**config.mk**
```make
export PLATFORM = sky130hd
export DESIGN_NAME = rdsr_ctrl
export DESIGN_NICKNAME = d
export VERILOG_FILES = /design/src/rdsr_pkg.sv /design/src/rdsr_ctrl.sv
export SDC_FILE = /design/constraint.sdc
export NUM_CORES = 1
export LEC_CHECK = 0
export BUFFER_PORTS_ARGS = -buffer_cell sky130_fd_sc_hd__buf_2
export CAP_MARGIN = 30
export CORE_UTILIZATION = 45
export CTS_CLUSTER_DIAMETER = 150
export DETAILED_ROUTE_END_ITERATION = 10
export GPL_ROUTABILITY_DRIVEN = 0
export MAX_ROUTING_LAYER = met4
export PLACE_DENSITY_LB_ADDON = 0.25
export SYNTH_ARGS = -nofsm -noshare
export SYNTH_HDL_FRONTEND = slang
export SYNTH_SLANG_ARGS = --single-unit
```
**constraint.sdc**
```tcl
create_clock -name i_clk -period 1.7 [get_ports i_clk]
set_input_delay 0.34 -clock i_clk [delete_from_list [all_inputs] [get_ports i_clk]]
set_output_delay 0.34 -clock i_clk [all_outputs]
set_load 0.03 [all_outputs]
```
**src/rdsr_pkg.sv**
```systemverilog
// ----------------------------------------------------------------------------
// rdsr_pkg: shared types and constants of the stereogram row generator
// Holds the controller states, the command and status groups between the
// controller and the datapath, the configuration record and register map.
// ----------------------------------------------------------------------------
package rdsr_pkg;

    // Width of the shared iterative divider.
    localparam int DIVW = 16;

    // Register byte addresses on the configuration port.
    localparam logic [4:0] ADDR_MAX_COLORS  = 5'd0;
    localparam logic [4:0] ADDR_EXCLUSIVE   = 5'd4;
    localparam logic [4:0] ADDR_MAX_OFFSET  = 5'd8;
    localparam logic [4:0] ADDR_CONCAVE     = 5'd12;
    localparam logic [4:0] ADDR_ROW_WIDTH   = 5'd16;

    // Item kinds carried on the input tuser bit.
    localparam logic OP_LOAD  = 1'b0;
    localparam logic OP_DRAIN = 1'b1;

    // Load divisions in order: depth divisor, background, foreground, disparity.
    localparam logic [1:0] PH_DIVISOR = 2'd0;
    localparam logic [1:0] PH_BG      = 2'd1;
    localparam logic [1:0] PH_FG      = 2'd2;
    localparam logic [1:0] PH_DISP    = 2'd3;

    typedef enum logic [3:0] {
        S_IDLE,
        S_DISPATCH,
        S_LSTART,
        S_LWAIT,
        S_LWRITE,
        S_CRD,
        S_CWR,
        S_PRD,
        S_PEV,
        S_PWAIT,
        S_PFRD,
        S_PFWR,
        S_ORD,
        S_OEMIT
    } t_state;

    typedef struct packed {
        logic [8:0]  max_colors;
        logic [7:0]  exclusive_colors;
        logic [7:0]  max_offset;
        logic        concave_mode;
        logic [10:0] row_width;
    } t_cfg;

    typedef struct packed {
        logic capture;
        logic div_start;
        logic div_wrap;
        logic ph_store;
        logic ld_write;
        logic restart;
        logic cnt_clr;
        logic cnt_inc;
        logic copy_wr;
        logic ev_wr;
        logic wrap_rd;
        logic wrap_wr;
        logic set_computed;
        logic emit;
    } t_cmd;

    typedef struct packed {
        logic op;
        logic load_full;
        logic load_short;
        logic drain_end;
        logic computed;
        logic div_done;
        logic ph_last;
        logic cnt_last;
        logic disp_zero;
        logic concave;
        logic out_free;
    } t_stat;

endpackage

```
**src/rdsr_ctrl.sv**
```systemverilog
// ----------------------------------------------------------------------------
// rdsr_ctrl: sequencer of the stereogram row generator
// Walks each accepted word through its load, render or drain steps and
// drives the datapath by command signals.
// ----------------------------------------------------------------------------
module rdsr_ctrl (
    input  logic            i_clk,
    input  logic            i_rst_n,
    input  logic            i_valid,
    output logic            o_ready,
    input  rdsr_pkg::t_stat i_stat,
    output rdsr_pkg::t_cmd  o_cmd
);

    rdsr_pkg::t_state r_state;
    rdsr_pkg::t_state n_state;

    always_ff @(posedge i_clk) begin
        if (!i_rst_n) begin
            r_state <= rdsr_pkg::S_IDLE;
        end else begin
            r_state <= n_state;
        end
    end

    // Next state.
    always_comb begin
        n_state = r_state;
        unique case (r_state)
            rdsr_pkg::S_IDLE: begin
                if (i_valid) n_state = rdsr_pkg::S_DISPATCH;
            end
            rdsr_pkg::S_DISPATCH: begin
                if (i_stat.op == rdsr_pkg::OP_LOAD) begin
                    n_state = i_stat.load_full ? rdsr_pkg::S_IDLE : rdsr_pkg::S_LSTART;
                end else if (i_stat.load_short || i_stat.drain_end) begin
                    n_state = rdsr_pkg::S_IDLE;
                end else if (i_stat.computed) begin
                    n_state = rdsr_pkg::S_ORD;
                end else begin
                    n_state = rdsr_pkg::S_CRD;
                end
            end
            rdsr_pkg::S_LSTART: n_state = rdsr_pkg::S_LWAIT;
            rdsr_pkg::S_LWAIT: begin
                if (i_stat.div_done) begin
                    n_state = i_stat.ph_last ? rdsr_pkg::S_LWRITE : rdsr_pkg::S_LSTART;
                end
            end
            rdsr_pkg::S_LWRITE: n_state = rdsr_pkg::S_IDLE;
            rdsr_pkg::S_CRD:    n_state = rdsr_pkg::S_CWR;
            rdsr_pkg::S_CWR: begin
                n_state = i_stat.cnt_last ? rdsr_pkg::S_PRD : rdsr_pkg::S_CRD;
            end
            rdsr_pkg::S_PRD:    n_state = rdsr_pkg::S_PEV;
            rdsr_pkg::S_PEV: begin
                if (i_stat.concave && !i_stat.disp_zero) begin
                    n_state = rdsr_pkg::S_PWAIT;
                end else begin
                    n_state = i_stat.cnt_last ? rdsr_pkg::S_ORD : rdsr_pkg::S_PRD;
                end
            end
            rdsr_pkg::S_PWAIT: begin
                if (i_stat.div_done) n_state = rdsr_pkg::S_PFRD;
            end
            rdsr_pkg::S_PFRD:   n_state = rdsr_pkg::S_PFWR;
            rdsr_pkg::S_PFWR: begin
                n_state = i_stat.cnt_last ? rdsr_pkg::S_ORD : rdsr_pkg::S_PRD;
            end
            rdsr_pkg::S_ORD:    n_state = rdsr_pkg::S_OEMIT;
            rdsr_pkg::S_OEMIT: begin
                if (i_stat.out_free) n_state = rdsr_pkg::S_IDLE;
            end
            default: n_state = rdsr_pkg::S_IDLE;
        endcase
    end

    // Commands to the datapath.
    always_comb begin
        o_cmd   = '0;
        o_ready = 1'b0;
        unique case (r_state)
            rdsr_pkg::S_IDLE: begin
                o_ready     = 1'b1;
                o_cmd.capture = i_valid;
            end
            rdsr_pkg::S_DISPATCH: begin
                if (i_stat.op == rdsr_pkg::OP_DRAIN && !i_stat.load_short) begin
                    o_cmd.restart = i_stat.drain_end;
                    o_cmd.cnt_clr = !i_stat.drain_end && !i_stat.computed;
                end
            end
            rdsr_pkg::S_LSTART: o_cmd.div_start = 1'b1;
            rdsr_pkg::S_LWAIT:  o_cmd.ph_store  = i_stat.div_done;
            rdsr_pkg::S_LWRITE: o_cmd.ld_write  = 1'b1;
            rdsr_pkg::S_CWR: begin
                o_cmd.copy_wr = 1'b1;
                o_cmd.cnt_clr = i_stat.cnt_last;
                o_cmd.cnt_inc = !i_stat.cnt_last;
            end
            rdsr_pkg::S_PEV: begin
                o_cmd.ev_wr = 1'b1;
                if (i_stat.concave && !i_stat.disp_zero) begin
                    o_cmd.div_start = 1'b1;
                    o_cmd.div_wrap  = 1'b1;
                end else begin
                    o_cmd.set_computed = i_stat.cnt_last;
                    o_cmd.cnt_inc      = !i_stat.cnt_last;
                end
            end
            rdsr_pkg::S_PFRD: o_cmd.wrap_rd = 1'b1;
            rdsr_pkg::S_PFWR: begin
                o_cmd.wrap_wr      = 1'b1;
                o_cmd.set_computed = i_stat.cnt_last;
                o_cmd.cnt_inc      = !i_stat.cnt_last;
            end
            rdsr_pkg::S_OEMIT: o_cmd.emit = i_stat.out_free;
            default: o_cmd = '0;
        endcase
    end

endmodule

```
======== Word level (Yosys, flattened, before mapping) ========
Cells that the tools add are included.
storage, ports and cells
  flip-flop bits (word level) ............. 4
  latch bits .............................. 0
  bits in writable memories ............... 0
  ROM bits ................................ 0
  input port bits ......................... 14
  output and inout bits ................... 15
  word-level logic and storage cells ...... 62
  memories kept ........................... 0
cells by class
  add/subtract/negate cells ............... 0
  multipliers ............................. 0
  div/mod/pow operators ................... 0
  $lt $le $gt $ge ......................... 0
  equality and inequality tests ........... 17
  shifts and indexed selects .............. 0
  mux-type cells .......................... 32
  bitwise operators ....................... 0
  reductions and logical operators ........ 12
operators with widths
  operator                                             number
  one-hot mux 4 bit (13 select lines)                  1
  two-way mux 4 bit                                    9
  equality test 4 bit, second input constant           6
  equality test 4 x 3 -> 1 bit, second input constant  4
  two-way mux 1 bit                                    13
  equality test 4 x 2 -> 1 bit, second input constant  2
  two-way mux 2 bit                                    4
  != test 2 bit, second input constant                 4
  one-hot mux 1 bit (2 select lines)                   4
  zero test 1 bit                                      5
  equality test 4 x 1 -> 1 bit, second input constant  1
  zero test 4 bit                                      1
  AND reduction 4 bit                                  1
  logical AND 1 bit                                    3
  two-way mux 3 bit                                    1
  OR reduction 2 bit                                   1
  logical OR 1 bit                                     1

======== Logic depth before layout (Yosys ltp) ========
Gate-level depths: netlist (run 1).
  word-level depth ........................ 4
  depth in mapped cells ................... 6
  mapped depth without buffers ............ 4

======== Worst setup path before layout (run 1) ========
OpenSTA, ideal clock, no wires.
  path type ............................... flip-flop to output port
  start point ............................. register r_state[3]
  end point ............................... output o_cmd[8] (netlist name)
  arrival time ............................ 1855 ps
  data required time ...................... 1360 ps
  slack ................................... -495 ps
  cell stages (with the launch flop) ...... 4
  path buffers ............................ 1
  cells stage by stage .................... dfxtp_1 -> buf_6 -> or3b_4 -> nor4b_1
RTL lines
  element                   RTL line         source
  start: declaration        rdsr_ctrl.sv:15  rdsr_pkg::t_state r_state;
  start signal: assignment  rdsr_ctrl.sv:20  r_state <= rdsr_pkg::S_IDLE;
  start signal: assignment  rdsr_ctrl.sv:22  r_state <= n_state;
  end: declaration          rdsr_ctrl.sv:12  output rdsr_pkg::t_cmd o_cmd

==> summary.md, run 1 <==
| Metric | Value |
|---|---|
| CTS tree | `yes` |
| Mean Syn Cell Area | `between 7 and 8 um2` |
| Slew Limit Headroom | `75.57%` |
| Initial antenna violation count | `0` |
| Mux share of post-synthesis cell area | `1.338%` |
| R2R Path End | `r_state[1]` |
| Fin crit period | `around 1900 ps` |
| Setup Skew | `roughly 2.5 ps` |
| Synth Instances | `between 100 and 150` |
| Post-Layout Inst Area | `approximately 1100 um2` |
| ANT cells | `0` |
| Final net count | `between 150 and 200` |
| First-pass GRT wire length | `roughly 3.6 mm` |
| Fmax | `537.7 MHz` |
| Top Registers | `r_state: 4 flops` |
| Most frequent cells after synthesis | `10 x nor2_1, 7 x nand2_1, 6 x a21oi_1, 6 x nand2b_1, 6 x o21ai_0` |
| Number of flops mapped to enable cells by yosys | `0` |
| Max Cap Viol | `0` |
| Post-synth ARST share | `0%` |
| Synth area leaders | `dfxtp_1 11%, nand2b_1 5.0%, nor2_1 5.0%` |
| Fin crit share | `109.4%` |
| Routed Antenna Nets | `0` |
| NetSw | `roughly 0.34 mW` |
| Port bufs | `28` |
| Commonest register cell after synthesis | `dfxtp_1` |
| CP max FO | `5` |
| Site Rows | `14` |
| Adder-Cell Fraction of Synth Area | `0%` |
| Placed cell areas | `974.7 um2` |
| Unrepaired setup endpoints after global routing | `true` |
| Die area | `between 1500 and 2000 um2` |
| Grt total ovfl | `0` |
| Reg2reg setup slack | `approximately 30 ps` |
| Routed WL | `approximately 2.4 mm` |
| Core area | `between 1500 and 2000 um2` |
| Synth cell types | `between 40 and 50` |
| Post-DP HPWL | `between 1.5 and 2 mm` |
| Routed len/inst | `approximately 15 um` |
| Total power | `between 0.7 and 0.8 mW` |
| Clock root buffer | `clkbuf_4` |
| Syn nets | `120` |
| CP Capture Type | `primary output` |
| Startpoint types | `flip-flop` |
| Switch share | `between 40% and 50%` |
| Crit path from | `r_state[3]` |
| Cell Area, Synth | `~750 um2` |
| Setup-failing EPs final | `5` |
| Worst endpoint data arrival time | `1520 ps` |
| Number of detailed-route iterations in the first pass | `4` |
| Hold Vio Cnt, Final | `0` |
| CP endpoint | `o_cmd[7]` |
| Yosys warns | `0` |
| Setup WS pre-CTS | `28.04 ps` |
| Sequential share of power | `approximately 16%` |
| Slew Limit Fails | `0` |
| Htree depth | `1` |
| Failing checks | `negative setup slack` |
| WS Path Type | `flip-flop to primary output` |
| Clock latency on the worst-skew pair | `240 ps` |
| Slew @ Worst Pin | `365.6 ps` |
| Area delta synth->final | `52.34%` |
| Pleak | `around 0.49 nW` |
| Clk sinks | `4` |
| Comb pwr share | `slightly below 70%` |
| Status | `complete, but fails checks` |
| Top cell type's share of synthesized area | `between 10 and 15%` |
| PwrDens | `691.8 nW/um2` |
| Vias/cell | `around 6.2` |
| Via Count | `about 1.0k` |
| Clk pwr share | `approximately 15%` |
| Maximum vdd drop | `between 400 and 500 uV` |
| Final WS setup | `-159.7 ps` |
| Cell depth of the worst flop-to-flop path | `9` |
| Largest register by flop count | `r_state` |
| Max reg flops | `4` |
| Starting Density | `around 50%` |
| Die width | `around 43 um` |
| Residual DRC count | `0` |
| Yosys reg bits | `4` |
| Setup total negative slack | `-347.3 ps` |
| Die H | `42.78 um` |
| Layout cells sized above 1 | `a little over 50%` |
| Vias in the first global route | `about 870` |
| Max clock buf depth | `2` |
| Post-CTS Hold Buffers | `0` |
| Post-Synth Simple-Gate Area | `about 44%` |
| IO Pins | `29` |
| Seq/Total Area, Yosys | `10.70%` |
| WP data required | `1360 ps` |
| Post-synthesis xor/xnor area fraction | `0%` |
| Pin count of the biggest net entering global routing | `20` |
| GRT Util Overall | `between 20% and 30%` |
| Largest family of logic cells by synthesized area | `simple AND/OR/NAND/NOR gates` |
| CTS buffer count | `3` |
| Count leader, synth | `nor2_1` |
| Worst r2r src | `r_state[1]` |
| Cell taking the most area after synthesis | `dfxtp_1` |
| Internal | `about 0.45 mW` |
| Worst Hold Class | `input port to flip-flop` |
| Clock transition at path regs | `roughly 40 ps` |
| Synth Area in Compound Gates | `about a third` |
| Initial DRC Count | `42` |
cell usage in the layout, fill, tap and decap left out, types with 2 or more instances in the layout:
cell type  count
buf_2         19
a21oi_1        6
o22ai_1        2
nand3_1        2
a31oi_1        2
o21ai_0        5
or2_4          2
nor2b_2        2
buf_6          4
clkbuf_4       3
nand2_1        6
nand2b_1       5
nor2b_1        3
nor3b_1        2
buf_4         21
nor2_1         6
nand4b_1       2
inv_1          5
o21a_1         3
nor2_2         3
nor3_2         3
and3_1         3
dfxtp_2        2
routing by layer:
layer | track usage, % | up-vias | share of wire, %
li1 | - | 473 | -
met4 | 10.63 | 0 | 0.67
met2 | 43.33 | 60 | 51
met3 | 2.979 | 2 | 8.3
met1 | 32.05 | 467 | 40
met5 | - | - | 0
power groups by stage:
stage | logic [mW] | registers (mW) | clock network (mW)
final | 0.543 | 0.125 | 0.121
after global routing | 0.586 | 0.127 | 0.126
after CTS | 0.499 | 0.125 | 0.119
after detailed placement | 0.428 | 0.122 | 0
after global placement | 0.422 | 0.122 | 0
after floorplan | 0.312 | 0.115 | 0
how the worst min path moves through the flow:
stage,startpoint,end,slack (ps),cells after the start
global placement,i_rst_n,r_state[2],630,3
floorplan,i_rst_n,r_state[2],470,2
CTS,i_rst_n,r_state[2],390,3
detailed placement,i_rst_n,r_state[2],630,3
global route,i_rst_n,r_state[2],380,3
finish,i_rst_n,r_state[2],390,3
kinds of logic (layout without fill, tap and decap cells):
group	after synthesis	count (layout)
flops	4	4
mux	1	1
buf+inv	15	54
compound gates	33	33
simple gates	53	53
final cells by class:
type	instances	area (um2)
Multi-Input combinational cell	87	659.4
Sequential cell	4	86.33
Inverter	5	18.77
Clock buffer	3	22.52
Fill cell	113	384.1
Tap cell	16	20.02
Timing Repair Buffer	46	332.8
per-stage QoR:
step | hold slack (ps) | utilization [%] | cells
after floorplan | 465.6 | - | 106
after global placement | 627.5 | 63.96 | 154
after detailed placement | 628.1 | 63.96 | 154
after CTS | 386.1 | 70.44 | 162
after global routing | 382.9 | 74.79 | 161
final | 388.0 | 74.79 | 161
critical path, stage by stage, from the launching register on:
cell,delay [ps]
dfxtp_2,340
or3b_4,420
nor4_4,180
a22o_1,200
buf_6,140
what timing repair did:
item | 4_1_cts | 5_1_grt
endpoints found under the setup margin | 10 | 11
gates resized for setup | 16 | 19
buffers inserted | 5 | 1
pin swaps | 3 | 5
(Power assumes the default switching activity.)
==> run 2: changes to the inputs <==
PLACE_DENSITY_LB_ADDON = 0.08   (was 0.25)
==> run 2 against run 1 <==
  * The flow still finishes with violations (negative setup slack)
  * Power decreased by 2.4%
  * First-iteration DRC count decreased by 12%
  * Largest cell class unchanged
  * Critical path depth unchanged
  * Clock skew increased by 5.4 ps
  * Wire length increased by 0.13%
==> summary.md, run 2 (same netlist as run 1, synthesis figures left out) <==
| Metric | Value |
|---|---|
| Status | `complete, but fails checks` |
| Failing checks | `negative setup slack` |
| Post-DP HPWL | `approximately 1.7 mm` |
| Worst Hold Class | `input port to flip-flop` |
| Largest register by flop count | `r_state` |
| Clk sinks | `4` |
| Startpoint types | `flip-flop` |
| Vias in the first global route | `roughly 790` |
| Routed Antenna Nets | `0` |
| Via Count | `approximately 970` |
| Top Registers | `r_state: 4 flops` |
| CTS tree | `yes` |
| Fmax | `~550 MHz` |
| Slew Limit Fails | `0` |
| Worst endpoint data arrival time | `around 1500 ps` |
| Number of detailed-route iterations in the first pass | `4` |
| WS Path Type | `flip-flop to primary output` |
| Die area | `1830 um2` |
| IO Pins | `29` |
| Setup total negative slack | `-259.1 ps` |
| Hold Vio Cnt, Final | `0` |
| Port bufs | `28` |
| Die H | `between 40 and 50 um` |
| ANT cells | `0` |
| Pleak | `between 0.4 and 0.5 nW` |
| Highest metal used | `met3` |
| Util after Layout | `between 70% and 80%` |
| Setup Skew | `about 8 ps` |
| Area delta synth->final | `56.02%` |
| First-pass GRT wire length | `approximately 3.6 mm` |
| Clock transition at path regs | `40 ps` |
| Slew Limit Headroom | `roughly 81%` |
| Routed WL | `roughly 2.4 mm` |
| WP data required | `approximately 1400 ps` |
| M1 WL | `1.064 mm` |
| Setup WS pre-CTS | `~22 ps` |
| CP max FO | `3` |
| Initial DRC Count | `37` |
| Maximum vdd drop | `approximately 700 uV` |
| Initial antenna violation count | `0` |
| Layout cells sized above 1 | `between 50 and 60%` |
| Max reg flops | `4` |
| GRT Util Overall | `between 20% and 30%` |
| Routed len/inst | `approximately 15 um` |
| Site Rows | `14` |
| Most common cell after layout, fill and taps aside | `buf_4` |
| Die width | `around 43 um` |
| Most frequent cells in the layout | `23 x buf_4, 19 x buf_2, 7 x nand2_1` |
| Fin crit share | `106.1%` |
| Unrepaired setup endpoints after global routing | `true` |
| Metal2 WL | `approximately 1.2 mm` |
| Setup-failing EPs final | `4` |
| Core area | `about 1500 um2` |
| CTS buffer count | `3` |
| Final net count | `163` |
| Grt total ovfl | `0` |
| Residual DRC count | `0` |
| Slew @ Worst Pin | `289.2 ps` |
| Final WS setup | `-103.8 ps` |
| PwrDens | `659.2 nW/um2` |
| Pin count of the biggest net entering global routing | `17` |
| Filler cells | `between 100 and 150` |
| Clock root buffer | `clkbuf_4` |
| DR WL met3 | `about 120 um` |
| Starting Density | `approximately 49%` |
| Fin crit period | `between 1500 and 2000 ps` |
| Max Cap Viol | `0` |
| Clock latency on the worst-skew pair | `~240 ps` |
| Post-CTS Hold Buffers | `0` |
| CP Capture Type | `primary output` |
| Vias/cell | `around 5.9` |
| Max clock buf depth | `2` |
| Htree depth | `1` |
run 2: cell type report:
| class | instances | area [um2] | share of cell area, % |
|---|---|---|---|
| flip-flops and latches | 4 | 90.09 | 7.717 |
| clock buffers | 3 | 22.52 | 1.929 |
| multi-input cells | 87 | 671.9 | 57.56 |
| inverters | 5 | 18.77 | 1.608 |
| well taps | 16 | 20.02 | 1.715 |
| repair buffers | 48 | 344.1 | 29.47 |
run 2: path summary, 6_finish.rpt:
check	startpoint	end	slack (ps)	cells after the start
min	i_rst_n	r_state[2]	380	3
max reg2reg	r_state[3]	r_state[2]	80	5
max	r_state[3]	o_cmd[7]	-100	4
min reg2reg	r_state[1]	r_state[1]	690	3
run 2: what timing repair did:
action	in CTS	in global routing
cloned	0	0
setup buffers	3	3
pin swaps	2	6
endpoints found under the setup margin	9	9
gates resized for setup	20	22
run 2: critical path, cell delays in order (launching register included):
cell and delay [ps]:
dfxtp_4 340, or3b_4 410, nor4_4 170, a22o_1 180
buf_6 130
run 2: where the power goes:
part           switching (mW)  internal (mW)  total, mW  leakage (nW)
Clock                  0.0393         0.0790      0.118        0.0138
Sequential             0.0182          0.109      0.128        0.0349
Combinational           0.273          0.251      0.524         0.446
run 2: layer usage:
metal  vias up  GRT usage (%)
met3         0          5.957
met1       451          36.15
met4         0          4.375
met2        40          39.09
li1        476              -
met5         -              -
run 2: stage by stage:
step,instance area [um2],hold WS [ps],power [mW],instances
after detailed placement,962.2,629.7,0.5479,154
after CTS,1064,373.4,0.6850,160
after floorplan,769.5,465.6,0.4266,106
final,1167,379.3,0.7695,163
after global routing,1167,392.2,0.8280,163
after global placement,962.2,627.7,0.5429,154
==> run 3: changes to the inputs <==
PLACE_DENSITY = 0.75   (was unset)
PLACE_DENSITY_LB_ADDON = unset   (was 0.08)
==> run 3 against run 2 <==
  * Combinational power grew 7.6%
  * The run still ends with negative setup slack left
  * Via count grew 5.7%
  * Highest routed layer is now met4
  * Global-route usage grew 0.96 points
  * First-iteration DRC count grew 22%
  * Sequential power shrank 5%
  * Clock skew shrank 3.6 ps
  * Hold slack gained 16 ps
  * Sequential cell count is the same
  * Clock power is essentially flat
  * Cell area grew 0.86%
==> summary.md, run 3 (same netlist as run 1, synthesis figures left out) <==
| Metric | Value |
|---|---|
| Residual DRC count | `0` |
| CP Capture Type | `primary output` |
| Clock transition at path regs | `roughly 40 ps` |
| Htree depth | `1` |
| Pin count of the biggest net entering global routing | `20` |
| Max Cap Viol | `0` |
| Setup-failing EPs final | `4` |
| Status | `complete, but fails checks` |
| Layout cells sized above 1 | `approximately 52%` |
| Clk sinks | `4` |
| Total power | `just over 0.8 mW` |
| Slew @ Worst Pin | `roughly 390 ps` |
| Worst Hold Class | `input port to flip-flop` |
| Fin crit period | `between 1500 and 2000 ps` |
| Largest register by flop count | `r_state` |
| Final net count | `about 160` |
| Post-Layout Inst Area | `around 1200 um2` |
| Setup Skew | `approximately 4.3 ps` |
| Grt total ovfl | `0` |
| Via Count | `between 1k and 1.5k` |
| Placed cell areas | `932.1 um2` |
| Core area | `1524 um2` |
| Routed len/inst | `16.68 um` |
| Util after Layout | `between 70 and 80%` |
| Clock root buffer | `clkbuf_4` |
| Startpoint types | `flip-flop` |
| Comb pwr share | `70.0%` |
| GRT Util Overall | `between 20% and 30%` |
| Initial DRC Count | `45` |
| Number of detailed-route iterations in the first pass | `4` |
| First-pass GRT wire length | `roughly 3.7 mm` |
| Hold Vio Cnt, Final | `0` |
| Fmax | `approximately 540 MHz` |
| Area delta synth->final | `57.36%` |
| Setup total negative slack | `-273.3 ps` |
| Final WS setup | `-150.0 ps` |
| Slew Limit Fails | `0` |
| Internal | `around 0.46 mW` |
| Worst endpoint data arrival time | `1510 ps` |
| Routed WL | `~2.7 mm` |
| WS Path Type | `flip-flop to primary output` |
| CTS buffer count | `3` |
| Sequential share of power | `around 15%` |
| Clock latency on the worst-skew pair | `around 240 ps` |
| Failing checks | `negative setup slack` |
| NetSw | `between 0.3 and 0.4 mW` |
| Clk pwr share | `around 15%` |
| ANT cells | `0` |
| Die width | `about 43 um` |
| Min-delay src | `i_rst_n` |
| Routed Antenna Nets | `0` |
| CP Cell Sequence | `or3b_4, nor4_4, a22o_1, buf_6` |
| Worst path slowest cell | `or3b_4` |
| Switch share | `between 40% and 50%` |
| Most common cell after layout, fill and taps aside | `buf_4` |
| Unrepaired setup endpoints after global routing | `true` |
| Max reg flops | `4` |
| Pleak | `between 0.4 and 0.5 nW` |
| Most frequent cells in the layout | `19 x buf_4, 17 x buf_2, 7 x nand2_1, 7 x buf_6, 6 x a21oi_1` |
| Post-DP HPWL | `1.549 mm` |
| Worst r2r src | `r_state[3]` |
| WP data required | `~1400 ps` |
| IO Pins | `29` |
| CTS tree | `yes` |
| Maximum vdd drop | `663.6 uV` |
| Crit path from | `r_state[3]` |
| Die H | `42.78 um` |
| PwrDens | `slightly below 700 nW/um2` |
| CP max FO | `3` |
| Fin crit share | `108.8%` |
| Port bufs | `28` |
| Top Registers | `r_state: 4 flops` |
| Die area | `between 1500 and 2000 um2` |
| Starting Density | `approximately 49%` |
| Critical Path Max Stage Delay | `between 400 and 500 ps` |
| Worst hold margin | `a little under 400 ps` |
| Site Rows | `14` |
| Max clock buf depth | `2` |
| Slew Limit Headroom | `around 74%` |
| Vias in the first global route | `roughly 830` |
| Vias/cell | `~6.3` |
| Initial antenna violation count | `0` |
-- run 3: metrics by stage --
stage | worst slack, ps | cells
after floorplan | -131.1 | 106
after global placement | 41.11 | 150
after detailed placement | 15.45 | 150
after CTS | -91.73 | 157
after global routing | -225.0 | 162
final | -150.0 | 162
-- run 3: power by group through the flow --
stage          Combinational (mW)  Sequential (mW)  Clock, mW
4_1_cts                     0.442            0.115      0.121
2_1_floorplan               0.312            0.115          0
6_report                    0.564            0.121      0.121
5_1_grt                     0.599            0.123      0.138
3_3_place_gp                0.388            0.118          0
3_5_place_dp                0.395            0.118          0
-- run 3: cell type report --
class | count | area (um2)
clock buffer | 3 | 22.52
multi-input combinational | 87 | 669.4
fill | 102 | 346.6
timing repair buffer | 47 | 356.6
inverter | 5 | 18.77
sequential | 4 | 90.09
tap | 16 | 20.02
-- run 3: timing repair --
item,CTS,global route
gates cloned,0,0
pin swaps,4,5
hold buffers,0,0
setup endpoints to repair,11,11
endpoints found under the hold margin,0,0
resized for setup,26,18
setup buffers,4,5
-- run 3: critical path, delay by kind of cell (launching register included) --
kind / cells / cell delay, ps
simple gates: 2 / 610
flops: 1 / 340
compound gates: 1 / 190
buf+inv: 1 / 130
-- run 3: final timing paths --
| path | to | slack (ps) | depth (start not counted) |
|---|---|---|---|
| worst max register to register | r_state[3] | 30 | 5 |
| worst min-delay path | r_state[2] | 390 | 3 |
| worst max-delay path | o_cmd[7] | -150 | 4 |
| worst min register to register | r_state[0] | 650 | 3 |
-- run 3: metal layers --
metal | up-vias | track usage [%] | part of all wire (%)
li1 | 478 | - | -
met1 | 483 | 36.06 | 42
met2 | 53 | 38.48 | 50
met3 | 8 | 6.809 | 6.1
met4 | 0 | 11.25 | 1.5
met5 | - | - | 0
